[src/rtl/mkd_pkg.sv]
// Shared types, constants and the Morse tree table for the key decoder.
`timescale 1ns / 1ps

package mkd_pkg;

  // Configuration register indexes and port widths.
  localparam int unsigned CFG_IDX_W  = 1;
  localparam int unsigned CFG_DATA_W = 8;
  localparam logic [CFG_IDX_W-1:0] REG_DASH_THRESHOLD = 1'd0;
  localparam logic [CFG_IDX_W-1:0] REG_GAP_TICKS      = 1'd1;

  // Register reset values.
  localparam logic [7:0] DASH_THRESHOLD_RST = 8'd5;
  localparam logic [3:0] GAP_TICKS_RST      = 4'd8;

  // Field widths and limits.
  localparam int unsigned HOLD_W   = 8;
  localparam int unsigned GAP_W    = 4;
  localparam int unsigned INDEX_W  = 5;
  localparam int unsigned LETTER_W = 7;
  localparam logic [HOLD_W-1:0]   HOLD_MAX    = '1;
  localparam logic [INDEX_W-1:0]  INDEX_ROOT  = 5'd1;
  localparam logic [LETTER_W-1:0] SPACE_CODE  = 7'h20;
  localparam logic [LETTER_W-1:0] EMPTY_SLOT  = 7'h00;

  // Kind of event reported for one tick.
  typedef enum logic [1:0] {
    EV_NONE   = 2'd0,
    EV_DOT    = 2'd1,
    EV_DASH   = 2'd2,
    EV_LETTER = 2'd3
  } event_kind_t;

  // Decoder state carried from tick to tick.
  typedef struct packed {
    logic [HOLD_W-1:0]  hold_count;
    logic [GAP_W-1:0]   gap_count;
    logic [INDEX_W-1:0] tree_index;
    logic               index_overflow;
  } dec_state_t;

  // Configuration as seen by the step logic.
  typedef struct packed {
    logic [HOLD_W-1:0] dash_threshold;
    logic [GAP_W-1:0]  gap_ticks;
  } dec_cfg_t;

  // One result item.
  typedef struct packed {
    event_kind_t         event_kind;
    logic [LETTER_W-1:0] letter_code;
    logic                bad_code;
    logic                lamp_on;
  } dec_result_t;

  // Implicit binary Morse tree: a zero entry marks an empty slot.
  function automatic logic [LETTER_W-1:0] tree_letter(input logic [INDEX_W-1:0] idx);
    logic [LETTER_W-1:0] ch;
    begin
      unique case (idx)
        5'd1:    ch = 7'h20; // ' '
        5'd2:    ch = 7'h65; // e
        5'd3:    ch = 7'h74; // t
        5'd4:    ch = 7'h69; // i
        5'd5:    ch = 7'h61; // a
        5'd6:    ch = 7'h6e; // n
        5'd7:    ch = 7'h6d; // m
        5'd8:    ch = 7'h73; // s
        5'd9:    ch = 7'h75; // u
        5'd10:   ch = 7'h72; // r
        5'd11:   ch = 7'h77; // w
        5'd12:   ch = 7'h64; // d
        5'd13:   ch = 7'h6b; // k
        5'd14:   ch = 7'h67; // g
        5'd15:   ch = 7'h6f; // o
        5'd16:   ch = 7'h68; // h
        5'd17:   ch = 7'h76; // v
        5'd18:   ch = 7'h66; // f
        5'd20:   ch = 7'h6c; // l
        5'd22:   ch = 7'h70; // p
        5'd23:   ch = 7'h6a; // j
        5'd24:   ch = 7'h62; // b
        5'd25:   ch = 7'h78; // x
        5'd26:   ch = 7'h63; // c
        5'd27:   ch = 7'h79; // y
        5'd28:   ch = 7'h7a; // z
        5'd29:   ch = 7'h71; // q
        default: ch = EMPTY_SLOT;
      endcase
      return ch;
    end
  endfunction

endpackage

[src/rtl/mkd_chan_if.sv]
// Valid/ready channel interfaces for key samples and decoder results.
`timescale 1ns / 1ps

// Key sample channel.
interface mkd_key_if;
  logic valid;
  logic ready;
  logic key_down;

  modport source (output valid, output key_down, input ready);
  modport sink   (input valid, input key_down, output ready);
endinterface

// Decoder result channel.
interface mkd_res_if;
  logic                          valid;
  logic                          ready;
  logic [1:0]                    event_kind;
  logic [mkd_pkg::LETTER_W-1:0]  letter_code;
  logic                          bad_code;
  logic                          lamp_on;

  modport source (output valid, output event_kind, output letter_code,
                  output bad_code, output lamp_on, input ready);
  modport sink   (input valid, input event_kind, input letter_code,
                  input bad_code, input lamp_on, output ready);
endinterface

[src/rtl/mkd_step.sv]
// Per-tick decode logic: next decoder state and the result for one key sample.
`timescale 1ns / 1ps

module mkd_step (
  input  mkd_pkg::dec_cfg_t    cfg,
  input  mkd_pkg::dec_state_t  state,
  input  logic                 key_down,
  output mkd_pkg::dec_state_t  state_next,
  output mkd_pkg::dec_result_t result
);

  logic [mkd_pkg::GAP_W-1:0]    gap_limit;
  logic [mkd_pkg::GAP_W-1:0]    gap_inc;
  logic                         is_dash;
  logic [mkd_pkg::INDEX_W-1:0]  walk_index;
  logic                         walk_overflow;
  logic [mkd_pkg::LETTER_W-1:0] slot_letter;

  // A zero gap setting behaves as one tick.
  assign gap_limit = (cfg.gap_ticks == '0) ? 4'd1 : cfg.gap_ticks;
  assign gap_inc   = state.gap_count + 4'd1;
  assign is_dash   = (state.hold_count >= cfg.dash_threshold);

  // Tree walk on release: a fifth symbol only marks overflow.
  always_comb begin
    walk_index    = state.tree_index;
    walk_overflow = state.index_overflow;
    if (!key_down && state.hold_count != '0) begin
      if (state.tree_index[mkd_pkg::INDEX_W-1]) begin
        walk_overflow = 1'b1;
      end else begin
        walk_index = {state.tree_index[mkd_pkg::INDEX_W-2:0], is_dash};
      end
    end
  end

  assign slot_letter = mkd_pkg::tree_letter(walk_index);

  // Counter updates and the reported event.
  always_comb begin
    state_next         = state;
    result.event_kind  = mkd_pkg::EV_NONE;
    result.letter_code = '0;
    result.bad_code    = 1'b0;
    result.lamp_on     = key_down;
    if (key_down) begin
      state_next.gap_count = '0;
      if (state.hold_count != mkd_pkg::HOLD_MAX) begin
        state_next.hold_count = state.hold_count + 8'd1;
      end
    end else begin
      if (state.hold_count != '0) begin
        result.event_kind = is_dash ? mkd_pkg::EV_DASH : mkd_pkg::EV_DOT;
      end
      state_next.hold_count     = '0;
      state_next.tree_index     = walk_index;
      state_next.index_overflow = walk_overflow;
      state_next.gap_count      = gap_inc;
      // End of a letter: report it and return to the root.
      if (gap_inc >= gap_limit) begin
        result.event_kind = mkd_pkg::EV_LETTER;
        result.lamp_on    = 1'b1;
        if (walk_overflow || slot_letter == mkd_pkg::EMPTY_SLOT) begin
          result.letter_code = mkd_pkg::SPACE_CODE;
          result.bad_code    = 1'b1;
        end else begin
          result.letter_code = slot_letter;
        end
        state_next.tree_index     = mkd_pkg::INDEX_ROOT;
        state_next.index_overflow = 1'b0;
        state_next.gap_count      = '0;
      end
    end
  end

endmodule

[src/rtl/morse_key_decoder.sv]
// Top level of the Morse key decoder: configuration, state and result register.
`timescale 1ns / 1ps

// The decoder takes one key sample per transaction and returns exactly one
// result transaction for it: none, dot, dash or a decoded letter, plus the
// lamp level. Each sample is decoded combinationally by the step logic and
// its result lands in one output register, so a new sample is accepted in
// every cycle while the output side takes results; the sample channel stalls
// only while that output register is full and not being taken. Configuration
// writes take effect at once and are meant for idle periods.
module morse_key_decoder (
  input  logic                             clk,
  input  logic                             rst,
  input  logic                             cfg_we,
  input  logic [mkd_pkg::CFG_IDX_W-1:0]    cfg_index,
  input  logic [mkd_pkg::CFG_DATA_W-1:0]   cfg_data,
  mkd_key_if.sink                          key_ch,
  mkd_res_if.source                        res_ch
);

  mkd_pkg::dec_cfg_t    cfg;
  mkd_pkg::dec_state_t  state;
  mkd_pkg::dec_state_t  state_next;
  mkd_pkg::dec_result_t step_result;
  mkd_pkg::dec_result_t res_reg;
  logic                 res_valid;
  logic                 key_accept;

  // A sample is taken whenever the result register is free or draining.
  assign key_ch.ready = !res_valid || res_ch.ready;
  assign key_accept   = key_ch.valid && key_ch.ready;

  // Configuration registers.
  always_ff @(posedge clk) begin
    if (rst) begin
      cfg.dash_threshold <= mkd_pkg::DASH_THRESHOLD_RST;
      cfg.gap_ticks      <= mkd_pkg::GAP_TICKS_RST;
    end else if (cfg_we) begin
      unique case (cfg_index)
        mkd_pkg::REG_DASH_THRESHOLD: cfg.dash_threshold <= cfg_data;
        mkd_pkg::REG_GAP_TICKS:      cfg.gap_ticks      <= cfg_data[mkd_pkg::GAP_W-1:0];
        default: ;
      endcase
    end
  end

  mkd_step u_step (
    .cfg        (cfg),
    .state      (state),
    .key_down   (key_ch.key_down),
    .state_next (state_next),
    .result     (step_result)
  );

  // Decoder state advances once per accepted sample.
  always_ff @(posedge clk) begin
    if (rst) begin
      state.hold_count     <= '0;
      state.gap_count      <= '0;
      state.tree_index     <= mkd_pkg::INDEX_ROOT;
      state.index_overflow <= 1'b0;
    end else if (key_accept) begin
      state <= state_next;
    end
  end

  // Result register.
  always_ff @(posedge clk) begin
    if (rst) begin
      res_valid <= 1'b0;
    end else if (key_accept) begin
      res_valid <= 1'b1;
    end else if (res_ch.ready) begin
      res_valid <= 1'b0;
    end
  end

  always_ff @(posedge clk) begin
    if (key_accept) begin
      res_reg <= step_result;
    end
  end

  assign res_ch.valid       = res_valid;
  assign res_ch.event_kind  = res_reg.event_kind;
  assign res_ch.letter_code = res_reg.letter_code;
  assign res_ch.bad_code    = res_reg.bad_code;
  assign res_ch.lamp_on     = res_reg.lamp_on;

endmodule

[src/flat_wrapper.sv]
// flat-port wrapper written by rule: the top's interface ports become plain ports
module morse_key_decoder_flat 
  (clk, rst, cfg_we, cfg_index, cfg_data, key_ch_valid, key_ch_key_down, key_ch_ready, res_ch_valid, res_ch_event_kind, res_ch_letter_code, res_ch_bad_code, res_ch_lamp_on, res_ch_ready);
  mkd_key_if key_ch_i ();
  mkd_res_if res_ch_i ();
  input  logic clk;
  input  logic rst;
  input  logic cfg_we;
  input  logic [mkd_pkg::CFG_IDX_W-1:0] cfg_index;
  input  logic [mkd_pkg::CFG_DATA_W-1:0] cfg_data;
  input wire logic [$bits(key_ch_i.valid)-1:0] key_ch_valid;
  input wire logic [$bits(key_ch_i.key_down)-1:0] key_ch_key_down;
  output wire logic [$bits(key_ch_i.ready)-1:0] key_ch_ready;
  output wire logic [$bits(res_ch_i.valid)-1:0] res_ch_valid;
  output wire logic [$bits(res_ch_i.event_kind)-1:0] res_ch_event_kind;
  output wire logic [$bits(res_ch_i.letter_code)-1:0] res_ch_letter_code;
  output wire logic [$bits(res_ch_i.bad_code)-1:0] res_ch_bad_code;
  output wire logic [$bits(res_ch_i.lamp_on)-1:0] res_ch_lamp_on;
  input wire logic [$bits(res_ch_i.ready)-1:0] res_ch_ready;
  assign key_ch_i.valid = key_ch_valid;
  assign key_ch_i.key_down = key_ch_key_down;
  assign key_ch_ready = key_ch_i.ready;
  assign res_ch_valid = res_ch_i.valid;
  assign res_ch_event_kind = res_ch_i.event_kind;
  assign res_ch_letter_code = res_ch_i.letter_code;
  assign res_ch_bad_code = res_ch_i.bad_code;
  assign res_ch_lamp_on = res_ch_i.lamp_on;
  assign res_ch_i.ready = res_ch_ready;
  morse_key_decoder u_core (.clk(clk), .rst(rst), .cfg_we(cfg_we), .cfg_index(cfg_index), .cfg_data(cfg_data), .key_ch(key_ch_i), .res_ch(res_ch_i));
endmodule
[config.mk]
export PLATFORM = sky130hd
export DESIGN_NAME = morse_key_decoder_flat
export DESIGN_NICKNAME = d
export VERILOG_FILES = /design/src/rtl/mkd_pkg.sv /design/src/rtl/mkd_chan_if.sv /design/src/rtl/mkd_step.sv /design/src/rtl/morse_key_decoder.sv /design/src/flat_wrapper.sv
export SDC_FILE = /design/constraint.sdc
export NUM_CORES = 1
export LEC_CHECK = 0
export BUFFER_PORTS_ARGS = -buffer_cell sky130_fd_sc_hd__buf_4
export CAP_MARGIN = 0
export CORE_ASPECT_RATIO = 1.75
export CORE_MARGIN = 2
export CORE_UTILIZATION = 35
export CTS_BUF_LIST = sky130_fd_sc_hd__clkbuf_4 sky130_fd_sc_hd__clkbuf_8 sky130_fd_sc_hd__clkbuf_16
export CTS_CLUSTER_SIZE = 30
export DETAILED_ROUTE_END_ITERATION = 6
export PLACE_DENSITY = 0.62
export SYNTH_ARGS = -nofsm -noshare
export SYNTH_HDL_FRONTEND = slang
export SYNTH_HIERARCHICAL = 1
export SYNTH_SLANG_ARGS = --single-unit
[constraint.sdc]
create_clock -name clk -period 12.5 [get_ports clk]
set_clock_uncertainty 0.2 [all_clocks]
set_input_delay 3.125 -clock clk [delete_from_list [all_inputs] [get_ports clk]]
set_output_delay 3.125 -clock clk [all_outputs]
set_load 0.005 [all_outputs]
==> impl_metrics.py, run 1 <==
metrics = {
    "status": {
        "status": "finished clean",
    },
    "detailed_routing": {
        "dr.pass1.iters": 4,
        "via_per_inst": 5.63,
        "wl_per_cell_um": 16.0,
        "drcViolationCount": 0,
        "dr_total_vias": 2942,
        "drt-total-wl_um": 8380,
        "drt_iter0_drc": 195,
        "ant_nets": 0,
    },
    "worst_setup_path": {
        "cpMaxStageDelayCell": "nand2b_4",
        "cp_max_fo": 37,
        "critical_path_required_ns": 9.17,
        "crit_start": "res_ch_ready",
        "timing.rr.start": "u_core/state[13]$_SDFFE_PP0P_",
        "rr_endpoint": "u_core/res_ch.bad_code$_DFFE_PP_",
        "r2r_setup_slack_ns": 7.82,
        "arrival_ns": 3.76,
        "crit_type": "primary input to output pin",
        "cp_common_cell": "buf_4",
        "start_kind": "primary input",
        "reg2regPathDepth": 12,
        "slowest_delay_ns": 0.30,
        "cp_cell_sequence": "buf_4 -> nand2b_4 -> buf_4",
        "endpoint_kind": "output pin",
    },
    "sta": {
        "setup_viol": 0,
        "drv_slew": 0,
        "period_share_pct": 56.7,
        "finalCriticalPeriod_ns": 7.09,
        "hold_viol_final": 0,
        "slew-limit-headroom_pct": 38.0,
        "tightest_slew_ns": 0.921,
        "fmaxAchievable_ghz": 0.141,
        "fin_tns_setup_ns": 0,
        "rsz0062_at_grt": "false",
    },
    "clock_tree": {
        "clkTransAtPathRegs_ns": 0.06,
        "ctsHoldBuffers": 0,
        "cts_buffers": 5,
        "htreeDepth": 2,
        "post_cts_buffers": 0,
        "cts_sinks": 42,
        "clock-root-buffer": "clkbuf_16",
        "clk_latency_ns": 0.29,
        "clk_path_buf_depth": 2,
        "cts_tree": "done",
        "cts.repair.resized": 0,
    },
    "logic_synthesis": {
        "yosysUniqueCellTypes": 70,
        "ys_ff_latch": 42,
        "ys_top_cells_by_count": "a21oi_1, nand2_1, dfxtp_1",
        "dominantRegCellSynth": "dfxtp_1",
        "syn-num-nets": 431,
        "syn_avg_cell_area_um2": 8.35,
        "yosys.area.top_type": "dfxtp_1",
        "seq_area_frac_synth_pct": 29.0,
        "yosys_warnings": 6,
        "yosys-top-cells-area": "dfxtp_1, edfxtp_1, ha_1",
        "synth_cells": 393,
        "synth_edf_count": 11,
        "synth_top_area_share_pct": 18.9,
        "netlist_area_um2": 3280,
        "async_flop_share_pct": 0,
    },
    "global_route": {
        "grt_pass1_wl_um": 14100,
        "grt_overflow": 0,
        "grt_use_total_pct": 17.1,
        "antenna_found_initial": 0,
        "grt_pass1_vias": 2952,
        "use_met3_pct": 2.74,
        "grt_use_met2_pct": 32.3,
        "grt_max_degree": 38,
        "grt_use_met1_pct": 17.4,
        "grt.busiest_layer": "met2",
    },
    "power_and_ir_drop": {
        "p_per_area_nw_per_um2": 90.4,
        "leakage_nw": 1.41,
        "design_power_total_mw": 0.327,
        "ir_worst_vdd_v": 0.0000820,
    },
    "final_layout": {
        "syn2layout_area_growth_pct": 10.3,
        "insertedDiodeCount": 0,
        "nets": 440,
        "drive_above_1_share_pct": 17.6,
    },
    "placement": {
        "dp_hpwl_um": 6140,
        "numPortBuffers": 27,
        "gp_congestion": 0.936,
    },
    "floorplan": {
        "initial_core_util_pct": 36.1,
        "die_area_um2": 10200,
        "io_pins": 28,
        "fp-row-count": 46,
        "core_um2": 9090,
        "dieHeight_um": 132,
        "die_x_um": 77.2,
    },
    "hold_path": {
        "hold_path_depth": 2,
        "min_from": "u_core/cfg[1]$_SDFFE_PP0P_",
        "hold_end": "u_core/cfg[1]$_SDFFE_PP0P_",
        "min_path_type": "flop to flop",
    },
    "job": {
        "drv_cap": 0,
    },
}
-- placed cells by master (no fill, tap or decap), drive strengths merged, types with 6 or more instances in the layout --
cell / instances
o21ai: 18
inv: 24
mux2i: 6
nand3: 26
nor2: 25
nor3: 9
nand2: 36
ha: 23
o22ai: 6
a21oi: 46
a21bo: 17
buf: 27
dfxtp: 31
edfxtp: 11
-- report_power, final --
part           switching, mW  leakage (nW)  internal [mW]
Sequential           0.00262         0.363          0.144
Clock                 0.0580        0.0708         0.0749
Combinational         0.0276         0.975         0.0196
-- worst max-delay path: cells and delay by family --
| kind | cells | cell delay (ns) |
|---|---|---|
| buffers and inverters | 2 | 0.34 |
| AND/OR/NAND/NOR | 1 | 0.30 |
-- through the flow --
step	hold slack [ns]	cell area [um2]	instances	util (%)	setup slack, ns
2_1_floorplan	0.235	3280	393	-	5.65
3_3_place_gp	0.245	3470	515	38.2	5.41
3_5_place_dp	0.248	3470	515	38.2	5.40
4_1_cts	0.257	3620	523	39.8	5.40
5_1_grt	0.280	3620	523	39.8	5.36
6_report	0.255	3620	523	39.8	5.41
-- metal layers --
layer  vias to the layer above  share of wire [%]
li1                       1439                  -
met1                      1381                 38
met2                        93                 53
met3                        29                3.8
met4                         0                5.2
met5                         -                  0
-- layout make-up --
type,instances,area (um2)
fill,981,5480
clock buffer,5,125
tap,120,150
clock inverter,3,22.5
timing repair buffer,27,203
inverter,22,82.6
multi-input combinational,304,2080
sequential,42,951
-- kinds of logic (layout without fill, tap and decap cells) --
logic type	after synthesis	count (layout)	synth area share, %
AND/OR/NAND/NOR	138	138	22.5
AO/OA/AOI/OAI	131	131	28.9
buffers and inverters	47	57	7.51
flip-flops	42	42	29.0
adder cells (fa/ha/maj)	23	23	8.77
XOR/XNOR	6	6	1.60
multiplexers	6	6	1.83
-- registers in the layout (all words and copies together) (netlist names) --
signal	cells
u_core/cfg	12
u_core/res_ch.bad_code	1
u_core/res_ch.event_kind	2
u_core/res_ch.lamp_on	1
u_core/res_ch.letter_code	7
u_core/res_ch.valid	1
u_core/state	18
-- how the worst max path moves through the flow --
stage                        end  slack [ns]
floorplan           key_ch_ready        5.65
global placement    key_ch_ready        5.41
detailed placement  key_ch_ready        5.40
CTS                 key_ch_ready        5.40
global route        key_ch_ready        5.36
finish              key_ch_ready        5.41
Power figures use the tool's default switching activity.
==> run 2: changes to the inputs <==
clock period = 7 ns   (was 12.5 ns; I/O delays follow)
==> impl_metrics.py, run 2 (same netlist as run 1, synthesis figures left out) <==
metrics = {
    "status": {
        "status": "finished clean",
    },
    "global_route": {
        "grt_max_degree": 38,
        "grt_overflow": 0,
        "grt_pass1_wl_um": 14000,
        "grt_use_total_pct": 16.7,
        "grt_pass1_vias": 2960,
        "antenna_found_initial": 0,
    },
    "detailed_routing": {
        "dr.pass1.iters": 5,
        "drcViolationCount": 0,
        "wl_per_cell_um": 16.0,
        "drt_iter0_drc": 253,
        "drt-total-wl_um": 8380,
        "via_per_inst": 5.73,
        "ant_nets": 0,
        "dr_total_vias": 2999,
    },
    "placement": {
        "dp_hpwl_um": 6250,
        "numPortBuffers": 27,
        "gp_congestion": 1.01,
        "dp.cells": 515,
        "pre_cts_ws_ns": 1.68,
    },
    "final_layout": {
        "largest_reg_flops": 18,
        "final_cell_mix": "nand2_1, a21oi_1, dfxtp_1",
        "regArea_um2": 951,
        "drive_above_1_share_pct": 17.6,
        "final_cell_count_no_fill": 523,
        "syn2layout_area_growth_pct": 11.0,
        "multi_input_area_um2": 2080,
        "insertedDiodeCount": 0,
        "fillers": 984,
        "top_register": "u_core/state",
        "nets": 440,
    },
    "sta": {
        "fin_tns_setup_ns": 0,
        "finalCriticalPeriod_ns": 5.08,
        "tightest_slew_ns": 0.905,
        "fin_ws_ns": 1.92,
        "setup_viol": 0,
        "rsz0062_at_grt": "false",
        "fmaxAchievable_ghz": 0.197,
        "drv_slew": 0,
        "hold_viol_final": 0,
        "slew-limit-headroom_pct": 39.1,
        "hold_slack_ns": 0.255,
        "period_share_pct": 72.5,
    },
    "power_and_ir_drop": {
        "p_clk_share_pct": 43.1,
        "p_sw_share_pct": 24.5,
        "p_sw_mw": 0.149,
        "p_int_mw": 0.461,
        "ir_worst_vdd_v": 0.000124,
        "leakage_nw": 1.42,
        "seqPwrFrac_pct": 43.1,
        "p_per_area_nw_per_um2": 167,
        "combPwrFrac_pct": 13.8,
    },
    "worst_setup_path": {
        "endpoint_kind": "flop",
        "start_kind": "primary input",
        "crit_type": "primary input to flop",
        "cp_max_fo": 14,
        "critical_path_required_ns": 6.94,
        "arrival_ns": 5.02,
    },
    "clock_tree": {
        "clk_latency_ns": 0.29,
        "htreeDepth": 2,
        "post_cts_buffers": 0,
        "cts.repair.resized": 0,
        "clkTransAtPathRegs_ns": 0.06,
        "ctsHoldBuffers": 0,
        "cts_tree": "done",
        "clock-root-buffer": "clkbuf_16",
        "cts_sinks": 42,
        "clk_path_buf_depth": 2,
        "cts_buffers": 5,
    },
    "floorplan": {
        "io_pins": 28,
        "dieHeight_um": 132,
        "core_um2": 9090,
        "die_x_um": 77.2,
        "initial_core_util_pct": 36.1,
        "fp-row-count": 46,
        "die_area_um2": 10200,
    },
    "job": {
        "drv_cap": 0,
    },
    "hold_path": {
        "min_path_type": "flop to flop",
    },
}
[run 2: cell types whose count changed in the layout (fill, tap and decap cells not counted), sizes merged]
| cell | delta |
|---|---|
| inv | -2 |
| clkinvlp | -1 |
| clkbuf | +3 |
[run 2: power by group through the flow]
stage / Sequential, mW / Combinational (mW) / Clock [mW]
after floorplan: 0.267 / 0.0583 / 0
after global placement: 0.268 / 0.0818 / 0
after detailed placement: 0.268 / 0.0832 / 0
after CTS: 0.263 / 0.0837 / 0.271
after global routing: 0.264 / 0.0936 / 0.277
final: 0.263 / 0.0842 / 0.263
[run 2: worst max-delay path, stage by stage]
cell,delay (ns)
buf_4,0.16
or2_2,0.31
a21oi_1,0.30
mux2i_1,0.55
inv_1,0.26
ha_1,0.28
or3_1,0.37
o31a_1,0.11
o21ai_0,0.15
o31a_2,0.17
or4b_1,0.46
o21bai_1,0.14
[run 2: metrics by stage]
step	power, mW	utilization (%)	area (um2)
2_1_floorplan	0.326	-	3280
4_1_cts	0.618	40.1	3640
3_3_place_gp	0.350	38.2	3470
6_report	0.610	40.1	3640
5_1_grt	0.635	40.1	3640
3_5_place_dp	0.351	38.2	3470
[run 2: path summary, 6_finish.rpt]
kind	from	endpoint	slack, ns	cells after the start
setup reg to reg	u_core/state[13]$_SDFFE_PP0P_	u_core/res_ch.letter_code[5]$_DFFE_PP_	2.40	12
hold reg to reg	u_core/cfg[7]$_SDFFE_PP0P_	u_core/cfg[7]$_SDFFE_PP0P_	0.25	2
hold / removal	u_core/cfg[7]$_SDFFE_PP0P_	u_core/cfg[7]$_SDFFE_PP0P_	0.25	2
setup / recovery	key_ch_key_down	u_core/res_ch.letter_code[5]$_DFFE_PP_	1.92	12
[run 2: area by class of cell]
cell class	instances	area share, %
Clock buffer	8	4.71
Inverter	22	2.27
Multi-Input combinational cell	304	57.2
Sequential cell	42	26.1
Tap cell	120	4.12
Timing Repair Buffer	27	5.57
[run 2: layer usage]
metal	vias up	part of all wire, %	GRT usage (%)
li1	1443	-	-
met1	1400	37	16.3
met2	110	53	31.6
met3	46	4.4	2.74
met4	0	5.7	10.7
met5	-	0	0
==> run 3: changes to the inputs <==
clock period = 5.1 ns   (was 7 ns; I/O delays follow)
==> impl_metrics.py, run 3 (same netlist as run 1, synthesis figures left out) <==
metrics = {
    "status": {
        "status": "finished clean",
    },
    "floorplan": {
        "dieHeight_um": 132,
        "io_pins": 28,
        "core_um2": 9090,
        "fp-row-count": 46,
        "initial_core_util_pct": 36.1,
        "die_x_um": 77.2,
        "die_area_um2": 10200,
    },
    "clock_tree": {
        "cts.repair.resized": 0,
        "cts_tree": "done",
        "post_cts_buffers": 0,
        "cts_buffers": 5,
        "clk_path_buf_depth": 2,
        "cts_sinks": 42,
        "clkTransAtPathRegs_ns": 0.06,
        "clk_latency_ns": 0.29,
        "htreeDepth": 2,
        "clock-root-buffer": "clkbuf_16",
        "ctsHoldBuffers": 0,
    },
    "global_route": {
        "grt_overflow": 0,
        "grt_use_total_pct": 16.6,
        "grt_max_degree": 38,
        "grt_pass1_vias": 2938,
        "antenna_found_initial": 0,
        "grt_pass1_wl_um": 13800,
    },
    "placement": {
        "numPortBuffers": 27,
        "dp.cells": 521,
        "gp_congestion": 1.04,
        "place_area_um2": 3520,
        "dp_hpwl_um": 6210,
    },
    "worst_setup_path": {
        "cp_max_fo": 14,
        "reg2regPathDepth": 14,
        "critical_path_required_ns": 5.04,
        "arrival_ns": 4.55,
        "start_kind": "primary input",
        "endpoint_kind": "flop",
        "crit_type": "primary input to flop",
    },
    "final_layout": {
        "drive_above_1_share_pct": 18.8,
        "fin_area_um2": 3700,
        "largest_reg_flops": 18,
        "top_register": "u_core/state",
        "final_cell_count_no_fill": 529,
        "insertedDiodeCount": 0,
        "syn2layout_area_growth_pct": 12.9,
        "regArea_um2": 951,
        "nets": 446,
        "final_cell_mix": "nand2_1, a21oi_1, buf_4",
        "multi_input_area_um2": 2080,
        "fillers": 948,
    },
    "detailed_routing": {
        "drcViolationCount": 0,
        "ant_nets": 0,
        "dr_total_vias": 2936,
        "drt_iter0_drc": 107,
        "wl_per_cell_um": 15.6,
        "drt-total-wl_um": 8240,
        "via_per_inst": 5.55,
        "dr.pass1.iters": 4,
    },
    "sta": {
        "hold_viol_final": 0,
        "fin_tns_setup_ns": 0,
        "setup_viol": 0,
        "slew-limit-headroom_pct": 41.1,
        "finalCriticalPeriod_ns": 4.61,
        "tightest_slew_ns": 0.874,
        "fmaxAchievable_ghz": 0.217,
        "rsz0062_at_grt": "false",
        "period_share_pct": 90.3,
        "drv_slew": 0,
    },
    "power_and_ir_drop": {
        "ir_worst_vdd_v": 0.000212,
        "combPwrFrac_pct": 13.4,
        "p_sw_mw": 0.214,
        "leakage_nw": 1.46,
        "p_clk_share_pct": 45.6,
        "seqPwrFrac_pct": 41.0,
        "p_per_area_nw_per_um2": 237,
        "p_int_mw": 0.665,
        "p_sw_share_pct": 24.3,
    },
    "hold_path": {
        "min_path_type": "flop to flop",
        "hold_path_depth": 2,
    },
    "job": {
        "drv_cap": 0,
    },
}
## run 3: changes by cell type in the layout (fill, tap and decap cells not counted)
cell / delta
buf_4: +6
bufinv_16: +1
clkbuf_4: -1
clkbuf_8: -1
clkinv_4: +1
## run 3: final timing paths
check                                 from                                endpoint  slack (ns)
max                        key_ch_key_down  u_core/res_ch.letter_code[5]$_DFFE_PP_        0.49
min             u_core/cfg[7]$_SDFFE_PP0P_              u_core/cfg[7]$_SDFFE_PP0P_        0.26
max reg2reg  u_core/state[12]$_SDFFE_PP0P_  u_core/res_ch.letter_code[5]$_DFFE_PP_        0.68
min reg2reg     u_core/cfg[7]$_SDFFE_PP0P_              u_core/cfg[7]$_SDFFE_PP0P_        0.26
## run 3: power groups by stage
| stage | registers (mW) | clock network [mW] | logic, mW |
|---|---|---|---|
| 2_1_floorplan | 0.367 | 0 | 0.0800 |
| 3_3_place_gp | 0.368 | 0 | 0.115 |
| 3_5_place_dp | 0.368 | 0 | 0.117 |
| 4_1_cts | 0.360 | 0.412 | 0.118 |
| 5_1_grt | 0.362 | 0.421 | 0.130 |
| 6_report | 0.360 | 0.401 | 0.118 |
## run 3: final cells by class
type                            count  share of cell area (%)
Clock inverter                      2                    1.05
Timing Repair Buffer               33                    6.69
Multi-Input combinational cell    304                    56.3
Tap cell                          120                    4.05
Clock buffer                        6                    4.05
Sequential cell                    42                    25.7
Inverter                           22                    2.23
## run 3: stage by stage
| stage | setup WS (ns) | total power, mW | hold slack [ns] | util (%) |
|---|---|---|---|---|
| after floorplan | 0.785 | 0.447 | 0.235 | - |
| after global routing | 0.326 | 0.912 | 0.278 | 40.7 |
| final | 0.494 | 0.879 | 0.257 | 40.7 |
| after detailed placement | 0.278 | 0.485 | 0.248 | 38.7 |
| after CTS | 0.570 | 0.890 | 0.256 | 40.7 |
| after global placement | 0.325 | 0.483 | 0.245 | 38.7 |
## run 3: metal layers
layer	vias up	wire length, um	GRT usage, %
met5	-	0	0
met4	0	504	10.9
met3	37	302	2.81
met2	101	4340	31.2
met1	1350	3090	16.3
li1	1448	-	-
## run 3: critical path, cell delays in order
cell and delay (ns):
buf_4 0.16, or2_2 0.31, a21oi_1 0.30, mux2i_1 0.57, inv_1 0.25, ha_1 0.28, or3_1 0.37, o31a_1 0.10
o21ai_0 0.16, o31a_2 0.17, or4b_1 0.46, o21bai_1 0.14
